## src/design/rhsv_pkg.sv

```systemverilog
`timescale 1ns / 1ps

package rhsv_pkg;

    // Guard bits above the component width for the hue dividend and divisor (6 * spread < 8 * 2^W)
    localparam int HUE_GUARD = 3;

    // Hue sector of the largest component
    typedef logic [1:0] t_sector;
    localparam t_sector SEC_RED      = 2'd0;  // red largest, green at or above blue
    localparam t_sector SEC_GREEN    = 2'd1;
    localparam t_sector SEC_BLUE     = 2'd2;
    localparam t_sector SEC_RED_WRAP = 2'd3;  // red largest, green below blue

    typedef struct packed {
        logic valid;
        logic gray;      // all components equal
        logic sat_full;  // smallest component is zero, spread equals maximum
    } t_pipe_ctl;

endpackage

```

## src/design/rhsv_prep.sv

```systemverilog
`timescale 1ns / 1ps

module rhsv_prep #(
    parameter int W = 16
) (
    input  logic                              i_clk,
    input  logic                              i_rst_n,
    input  logic                              i_en,
    input  logic                              i_valid,
    input  logic [W-1:0]                      i_red,
    input  logic [W-1:0]                      i_green,
    input  logic [W-1:0]                      i_blue,
    input  logic [W-1:0]                      i_alpha,
    output rhsv_pkg::t_pipe_ctl               o_ctl,
    output logic [W+rhsv_pkg::HUE_GUARD-1:0]  o_num_h,
    output logic [W+rhsv_pkg::HUE_GUARD-1:0]  o_den_h,
    output logic [W-1:0]                      o_num_s,
    output logic [W-1:0]                      o_den_s,
    output logic [W-1:0]                      o_bright,
    output logic [W-1:0]                      o_alpha
);
    import rhsv_pkg::*;

    localparam int TW = W + HUE_GUARD;

    // stage A: largest, smallest, sector and signed difference
    logic              r_a_valid;
    logic [W-1:0]      r_a_mx, r_a_mn, r_a_alpha;
    logic [W:0]        r_a_diff;
    t_sector           r_a_sec;

    // stage B: spread
    logic              r_b_valid;
    logic [W-1:0]      r_b_d, r_b_mx, r_b_alpha;
    logic              r_b_mn_zero;
    logic [W:0]        r_b_diff;
    t_sector           r_b_sec;

    // stage C: dividends and divisors
    t_pipe_ctl         r_c_ctl;
    logic [TW-1:0]     r_c_num_h, r_c_den_h;
    logic [W-1:0]      r_c_num_s, r_c_den_s, r_c_alpha;

    logic              red_max, green_max;
    logic [W-1:0]      n_a_mx, n_a_mn, dif_x, dif_y;
    t_sector           n_a_sec;
    logic [TW-1:0]     d_ext, d2, d4, d6, sec_off, diff_ext, n_c_num_h;

    always_comb begin
        red_max   = (i_red >= i_green) && (i_red >= i_blue);
        green_max = !red_max && (i_green >= i_blue);
        if (red_max) begin
            n_a_mx  = i_red;
            n_a_sec = (i_green < i_blue) ? SEC_RED_WRAP : SEC_RED;
            dif_x   = i_green;
            dif_y   = i_blue;
        end else if (green_max) begin
            n_a_mx  = i_green;
            n_a_sec = SEC_GREEN;
            dif_x   = i_blue;
            dif_y   = i_red;
        end else begin
            n_a_mx  = i_blue;
            n_a_sec = SEC_BLUE;
            dif_x   = i_red;
            dif_y   = i_green;
        end
        n_a_mn = i_red;
        if (i_green < n_a_mn) n_a_mn = i_green;
        if (i_blue < n_a_mn) n_a_mn = i_blue;
    end

    always_comb begin
        d_ext = TW'(r_b_d);
        d2    = d_ext << 1;
        d4    = d_ext << 2;
        d6    = d4 + d2;
        case (r_b_sec)
            SEC_RED:      sec_off = '0;
            SEC_GREEN:    sec_off = d2;
            SEC_BLUE:     sec_off = d4;
            SEC_RED_WRAP: sec_off = d6;
            default:      sec_off = '0;
        endcase
        diff_ext  = {{(TW-W-1){r_b_diff[W]}}, r_b_diff};
        // sum lands in [0, 6 * spread) so the wrap of the two's complement add is exact
        n_c_num_h = sec_off + diff_ext;
    end

    always_ff @(posedge i_clk) begin
        if (!i_rst_n) begin
            r_a_valid <= 1'b0;
            r_b_valid <= 1'b0;
            r_c_ctl   <= '0;
        end else if (i_en) begin
            r_a_valid        <= i_valid;
            r_b_valid        <= r_a_valid;
            r_c_ctl.valid    <= r_b_valid;
            r_c_ctl.gray     <= (r_b_d == '0);
            r_c_ctl.sat_full <= r_b_mn_zero && (r_b_d != '0);
        end
    end

    always_ff @(posedge i_clk) begin
        if (i_en) begin
            r_a_mx      <= n_a_mx;
            r_a_mn      <= n_a_mn;
            r_a_sec     <= n_a_sec;
            r_a_diff    <= {1'b0, dif_x} - {1'b0, dif_y};
            r_a_alpha   <= i_alpha;

            r_b_d       <= r_a_mx - r_a_mn;
            r_b_mx      <= r_a_mx;
            r_b_mn_zero <= (r_a_mn == '0);
            r_b_diff    <= r_a_diff;
            r_b_sec     <= r_a_sec;
            r_b_alpha   <= r_a_alpha;

            r_c_num_h   <= n_c_num_h;
            r_c_den_h   <= d6;
            r_c_num_s   <= r_b_d;
            r_c_den_s   <= r_b_mx;
            r_c_alpha   <= r_b_alpha;
        end
    end

    assign o_ctl    = r_c_ctl;
    assign o_num_h  = r_c_num_h;
    assign o_den_h  = r_c_den_h;
    assign o_num_s  = r_c_num_s;
    assign o_den_s  = r_c_den_s;
    assign o_bright = r_c_den_s;
    assign o_alpha  = r_c_alpha;

endmodule

```

## src/design/rhsv_div_step.sv

```systemverilog
`timescale 1ns / 1ps

module rhsv_div_step #(
    parameter int W = 16
) (
    input  logic                              i_clk,
    input  logic                              i_rst_n,
    input  logic                              i_en,
    input  rhsv_pkg::t_pipe_ctl               i_ctl,
    input  logic [W+rhsv_pkg::HUE_GUARD-1:0]  i_rem_h,
    input  logic [W+rhsv_pkg::HUE_GUARD-1:0]  i_den_h,
    input  logic [W-1:0]                      i_q_h,
    input  logic [W-1:0]                      i_rem_s,
    input  logic [W-1:0]                      i_den_s,
    input  logic [W-1:0]                      i_q_s,
    input  logic [W-1:0]                      i_bright,
    input  logic [W-1:0]                      i_alpha,
    output rhsv_pkg::t_pipe_ctl               o_ctl,
    output logic [W+rhsv_pkg::HUE_GUARD-1:0]  o_rem_h,
    output logic [W+rhsv_pkg::HUE_GUARD-1:0]  o_den_h,
    output logic [W-1:0]                      o_q_h,
    output logic [W-1:0]                      o_rem_s,
    output logic [W-1:0]                      o_den_s,
    output logic [W-1:0]                      o_q_s,
    output logic [W-1:0]                      o_bright,
    output logic [W-1:0]                      o_alpha
);
    import rhsv_pkg::*;

    localparam int TW = W + HUE_GUARD;

    t_pipe_ctl      r_ctl;
    logic [TW-1:0]  r_rem_h, r_den_h;
    logic [W-1:0]   r_q_h, r_rem_s, r_den_s, r_q_s, r_bright, r_alpha;

    logic [TW:0]    sh_h, sub_h;
    logic [W:0]     sh_s, sub_s;
    logic           ge_h, ge_s;
    logic [TW-1:0]  n_rem_h;
    logic [W-1:0]   n_rem_s;

    // one restoring step of each divider: shift, trial subtract, keep or restore
    always_comb begin
        sh_h    = {i_rem_h, 1'b0};
        sub_h   = sh_h - {1'b0, i_den_h};
        ge_h    = (sh_h >= {1'b0, i_den_h});
        n_rem_h = ge_h ? sub_h[TW-1:0] : sh_h[TW-1:0];

        sh_s    = {i_rem_s, 1'b0};
        sub_s   = sh_s - {1'b0, i_den_s};
        ge_s    = (sh_s >= {1'b0, i_den_s});
        n_rem_s = ge_s ? sub_s[W-1:0] : sh_s[W-1:0];
    end

    always_ff @(posedge i_clk) begin
        if (!i_rst_n) begin
            r_ctl <= '0;
        end else if (i_en) begin
            r_ctl <= i_ctl;
        end
    end

    always_ff @(posedge i_clk) begin
        if (i_en) begin
            r_rem_h  <= n_rem_h;
            r_den_h  <= i_den_h;
            r_q_h    <= {i_q_h[W-2:0], ge_h};
            r_rem_s  <= n_rem_s;
            r_den_s  <= i_den_s;
            r_q_s    <= {i_q_s[W-2:0], ge_s};
            r_bright <= i_bright;
            r_alpha  <= i_alpha;
        end
    end

    assign o_ctl    = r_ctl;
    assign o_rem_h  = r_rem_h;
    assign o_den_h  = r_den_h;
    assign o_q_h    = r_q_h;
    assign o_rem_s  = r_rem_s;
    assign o_den_s  = r_den_s;
    assign o_q_s    = r_q_s;
    assign o_bright = r_bright;
    assign o_alpha  = r_alpha;

endmodule

```

## src/design/rgb_to_hsv_pixel.sv

```systemverilog
`timescale 1ns / 1ps
// Pipeline: three preparation stages, one divider stage per quotient bit, one output register.
// Throughput: one pixel per cycle unless the output stalls; both dividers retire one quotient bit per stage.
// Reset (synchronous, active low) clears every stage's valid flag; data registers are not reset.
module rgb_to_hsv_pixel #(
    parameter int COMPONENT_BITS = 16
) (
    input  logic                                      i_clk,
    input  logic                                      i_rst_n,
    input  logic                                      i_s_axis_tvalid,
    output logic                                      o_s_axis_tready,
    // red, green, blue, alpha_in; zero padding to whole bytes
    input  logic [((4*COMPONENT_BITS+7)/8)*8-1:0]     i_s_axis_tdata,
    output logic                                      o_m_axis_tvalid,
    input  logic                                      i_m_axis_tready,
    // hue, saturation, brightness, alpha_out; zero padding to whole bytes
    output logic [((4*COMPONENT_BITS+7)/8)*8-1:0]     o_m_axis_tdata
);
    import rhsv_pkg::*;

    localparam int W       = COMPONENT_BITS;
    localparam int TW      = W + HUE_GUARD;
    localparam int TDATA_W = ((4*W+7)/8)*8;

    t_pipe_ctl      w_ctl    [0:W];
    logic [TW-1:0]  w_rem_h  [0:W];
    logic [TW-1:0]  w_den_h  [0:W];
    logic [W-1:0]   w_q_h    [0:W];
    logic [W-1:0]   w_rem_s  [0:W];
    logic [W-1:0]   w_den_s  [0:W];
    logic [W-1:0]   w_q_s    [0:W];
    logic [W-1:0]   w_bright [0:W];
    logic [W-1:0]   w_alpha  [0:W];

    logic           r_out_valid;
    logic [W-1:0]   r_hue, r_sat, r_bright, r_alpha;
    logic           out_load, pipe_en;
    logic [W-1:0]   n_hue, n_sat;

    // the pipe may still advance into an empty last stage while the output beat waits
    assign out_load        = !r_out_valid || i_m_axis_tready;
    assign pipe_en         = out_load || !w_ctl[W].valid;
    assign o_s_axis_tready = pipe_en;

    rhsv_prep #(.W(W)) u_prep (
        .i_clk    (i_clk),
        .i_rst_n  (i_rst_n),
        .i_en     (pipe_en),
        .i_valid  (i_s_axis_tvalid),
        .i_red    (i_s_axis_tdata[W-1:0]),
        .i_green  (i_s_axis_tdata[2*W-1:W]),
        .i_blue   (i_s_axis_tdata[3*W-1:2*W]),
        .i_alpha  (i_s_axis_tdata[4*W-1:3*W]),
        .o_ctl    (w_ctl[0]),
        .o_num_h  (w_rem_h[0]),
        .o_den_h  (w_den_h[0]),
        .o_num_s  (w_rem_s[0]),
        .o_den_s  (w_den_s[0]),
        .o_bright (w_bright[0]),
        .o_alpha  (w_alpha[0])
    );

    assign w_q_h[0] = '0;
    assign w_q_s[0] = '0;

    for (genvar k = 0; k < W; k++) begin : g_div
        rhsv_div_step #(.W(W)) u_step (
            .i_clk    (i_clk),
            .i_rst_n  (i_rst_n),
            .i_en     (pipe_en),
            .i_ctl    (w_ctl[k]),
            .i_rem_h  (w_rem_h[k]),
            .i_den_h  (w_den_h[k]),
            .i_q_h    (w_q_h[k]),
            .i_rem_s  (w_rem_s[k]),
            .i_den_s  (w_den_s[k]),
            .i_q_s    (w_q_s[k]),
            .i_bright (w_bright[k]),
            .i_alpha  (w_alpha[k]),
            .o_ctl    (w_ctl[k+1]),
            .o_rem_h  (w_rem_h[k+1]),
            .o_den_h  (w_den_h[k+1]),
            .o_q_h    (w_q_h[k+1]),
            .o_rem_s  (w_rem_s[k+1]),
            .o_den_s  (w_den_s[k+1]),
            .o_q_s    (w_q_s[k+1]),
            .o_bright (w_bright[k+1]),
            .o_alpha  (w_alpha[k+1])
        );
    end

    // gray pixels force hue and saturation to zero; a zero minimum clamps saturation
    always_comb begin
        n_hue = w_ctl[W].gray ? '0 : w_q_h[W];
        if (w_ctl[W].gray) begin
            n_sat = '0;
        end else if (w_ctl[W].sat_full) begin
            n_sat = '1;
        end else begin
            n_sat = w_q_s[W];
        end
    end

    always_ff @(posedge i_clk) begin
        if (!i_rst_n) begin
            r_out_valid <= 1'b0;
        end else if (out_load) begin
            r_out_valid <= w_ctl[W].valid;
        end
    end

    always_ff @(posedge i_clk) begin
        if (out_load) begin
            r_hue    <= n_hue;
            r_sat    <= n_sat;
            r_bright <= w_bright[W];
            r_alpha  <= w_alpha[W];
        end
    end

    assign o_m_axis_tvalid = r_out_valid;
    assign o_m_axis_tdata  = TDATA_W'({r_alpha, r_bright, r_sat, r_hue});

endmodule

```

## config.mk

```make
export PLATFORM = sky130hd
export DESIGN_NAME = rgb_to_hsv_pixel
export DESIGN_NICKNAME = d
export VERILOG_FILES = /design/src/design/rhsv_pkg.sv /design/src/design/rhsv_prep.sv /design/src/design/rhsv_div_step.sv /design/src/design/rgb_to_hsv_pixel.sv
export SDC_FILE = /design/constraint.sdc
export NUM_CORES = 2
export LEC_CHECK = 0
export ABC_AREA = 0
export CORE_ASPECT_RATIO = 0.9
export CORE_MARGIN = 1.5
export CORE_UTILIZATION = 60
export CTS_BUF_LIST = sky130_fd_sc_hd__clkbuf_4 sky130_fd_sc_hd__clkbuf_8 sky130_fd_sc_hd__clkbuf_16
export CTS_CLUSTER_SIZE = 24
export DETAILED_ROUTE_END_ITERATION = 10
export DONT_BUFFER_PORTS = 1
export HOLD_SLACK_MARGIN = 0.08
export PLACE_DENSITY_LB_ADDON = 0.08
export SYNTH_ARGS = -nofsm -noshare
export SYNTH_HDL_FRONTEND = slang
export SYNTH_SLANG_ARGS = --single-unit
```

## constraint.sdc

```tcl
create_clock -name i_clk -period 89.2 [get_ports i_clk]
set_clock_uncertainty 0.1 [all_clocks]
set_input_delay 4.46 -clock i_clk [delete_from_list [all_inputs] [get_ports i_clk]]
set_output_delay 4.46 -clock i_clk [all_outputs]
set_load 0.03 [all_outputs]
```

==> results.md <==
* Most frequent cells in the layout: edfxtp_1, inv_1, ha_1, a21oi_1, nor2_1
* Vias in the first global route at 55695
* Initial antenna violation count at 1
* FF+latch count, synth at 1901
* Fin nets at 8424
* Share of cells above drive strength 1 at 7.77%
* Number of cells upsized or downsized after cts at 0
* Dominant synthesized flop cell: edfxtp_1
* Yosys warnings at 0
* Worst-path cell chain: nor2b_1, and2_2, buf_4, inv_8
* Post-CTS Hold Fix Bufs at 0
* Post-DP HPWL at 129000 um
* Area Growth Syn to Fin at 9.29%
* Starting Density at 60.3%
* Post-CTS setup buffers at 0
* Vias at 56295
* First-pass GRT wire length at 287000 um
* Clk Tree Root Cell: clkbuf_16
* Total CTS buffers at 188
* Crit. End Element: primary output
* Antenna Violating Nets Remaining at 0
* Max incr delay on CP at 0.48 ns
* Status: complete, no violations
* Non-Filler Instances at 9899
* Mapped Avg Cell Area at 12.5 sq um
* Footprint of the multi-input gates at 34700 sq um
* Synth top area share at 58.6%
* Routed WL at 178000 um
* Setup TNS at 0 ns
* RSZ-0062 raised after global routing: no
* Post-Syn Area at 94600 sq um
* Clock Sinks at 1901
* Register Area at 56500 sq um
* Critical Path Start Type: input port
* DIE HEIGHT at 380 um
* Most common cell after layout, fill and taps aside: edfxtp_1
* Worst skew pair latency at 0.82 ns
* Overflow after GRT at 0
* I/O pin count at 134
* Clock transition at path regs at 0.06 ns
* Area leader, netlist: edfxtp_1
* Final Hold Viols at 0
* Fin. max-slew vios at 0
* Syn Inst Count at 7540
* Slew @ Worst Pin at 1.15 ns
* Slowest-stage cell, CP: buf_4
* Maxcap violations at 0
* Syn_nets at 8320
* Critical setup path kind: in -> out
* Final hold slack at 0.296 ns
* Largest net degree at the start of global routing at 189
* Post-synth ARST share at 0%
* Crit path time final at 10.34 ns
* Initial DRC Count at 3282
* Num rows at 138
* Worst slew slack as a fraction of its limit at 23.5%
* FILL cells at 11373
* Global Route Usage Sum at 22.1%
* Tcrit/Tclk final at 11.6%
* Post-route DRC at 0
* Via/cell ratio at 5.69
* # placed instances at 9554
* Core area at 157000 sq um
* Top post-synthesis cells by area: edfxtp_1, ha_1, inv_1
* Finish-stage setup viols at 0
* Wire per inst at 18.0 um
* Die X at 422 um
* Worst EP required at 84.64 ns
* Hold Crit Class: reg -> reg
* DR pass1 iterations at 5
* Library cells used by synthesis at 78
* Seq/Total Area, Yosys at 59.8%
* TritonCTS clock tree: yes
* F_max at 96.7 MHz
* EDFF count, synth at 1847
* PortBufs at 0
* Final Wtd Congestion at 0.929
* Critical Path AT at 5.78 ns
* Critical path peak fanout at 86
* CTS H-tree depth at 4
* Clk buf depth at 3
* Number of diodes at 0
* Die area at 160000 sq um
## logic make-up (layout without fill, tap and decap cells)
group	after synthesis	after routing	synth area share (%)
AO/OA/AOI/OAI	1687	1687	11.6
flip-flops	1901	1901	59.8
buffers and inverters	909	1168	3.68
multiplexers	295	295	3.36
adder cells (fa/ha/maj)	712	712	9.68
XOR/XNOR	397	397	3.67
AND/OR/NAND/NOR	1639	1639	8.24
## registers in the layout, indices dropped and copies added, names as in the netlist, 17 cells and up
| signal | count |
|---|---|
| g_div.u_step.o_rem_h | 270 |
| g_div.u_step.o_den_s | 160 |
| g_div.u_step.o_ctl | 48 |
| g_div.u_step.o_alpha | 256 |
| g_div.u_step.o_q_h | 136 |
| g_div.u_step.o_den_h | 270 |
| g_div.u_step.o_q_s | 136 |
| u_prep.r_b_diff | 17 |
| u_prep.r_a_diff | 17 |
| u_prep.o_num_h | 19 |
| u_prep.o_den_h | 17 |
| g_div.u_step.o_rem_s | 240 |
| g_div.u_step.o_bright | 96 |
## through the flow
step | worst slack [ns] | utilization, % | area, sq um
2_1_floorplan | 31.36 | - | 94600
3_3_place_gp | 78.75 | 61.9 | 97200
3_5_place_dp | 78.66 | 61.9 | 97200
4_1_cts | 78.88 | 65.9 | 103000
5_1_grt | 78.71 | 65.9 | 103000
6_report | 78.86 | 65.9 | 103000
## cell usage after synthesis, drive strengths merged, types with 111 or more instances
master  count
a21oi     513
ha        678
mux2i     111
inv       782
o21a      127
nand2     410
xor2      134
edfxtp   1847
a21o      153
mux2      184
xnor2     263
nor2      486
o21ai     347
nor3      143
## final cells by class
type                            instances  area share [%]
Clock buffer                          222            4.82
Clock inverter                        123            1.22
Inverter                              783            2.85
Multi-Input combinational cell       4730            33.5
Sequential cell                      1901            54.7
Tap cell                             2100            2.54
Timing Repair Buffer                   40           0.363
## worst paths after layout
kind	start	endpoint	slack, ns	cells after the start
setup / recovery	i_m_axis_tready	o_s_axis_tready	78.86	4
hold / removal	g_div[9].u_step.o_alpha[15]$_DFFE_PP_	g_div[10].u_step.o_alpha[15]$_DFFE_PP_	0.30	0
setup reg to reg	o_m_axis_tvalid$_SDFFE_PN0P_	u_prep.r_b_diff[4]$_DFFE_PP_	82.76	10
hold reg to reg	g_div[9].u_step.o_alpha[15]$_DFFE_PP_	g_div[10].u_step.o_alpha[15]$_DFFE_PP_	0.30	0
## worst max-delay path, delay by kind of cell
family	cells	cell delay, ns
and+or+nand+nor	2	0.37
buffers and inverters	2	0.82
## per-layer routing
metal / routed length [um] / track usage [%] / part of all wire (%) / vias up
met5: 13 / 0 / 0.0073 / -
met4: 5340 / 7.24 / 3.0 / 2
met3: 6060 / 3.33 / 3.4 / 344
met2: 91400 / 39.8 / 51 / 960
met1: 75200 / 27.2 / 42 / 26951
li1: - / - / - / 28038
Power is left out: the tool's default activity adds up to more than one toggle a clock period on the data nets, which glitch-free logic cannot reach.
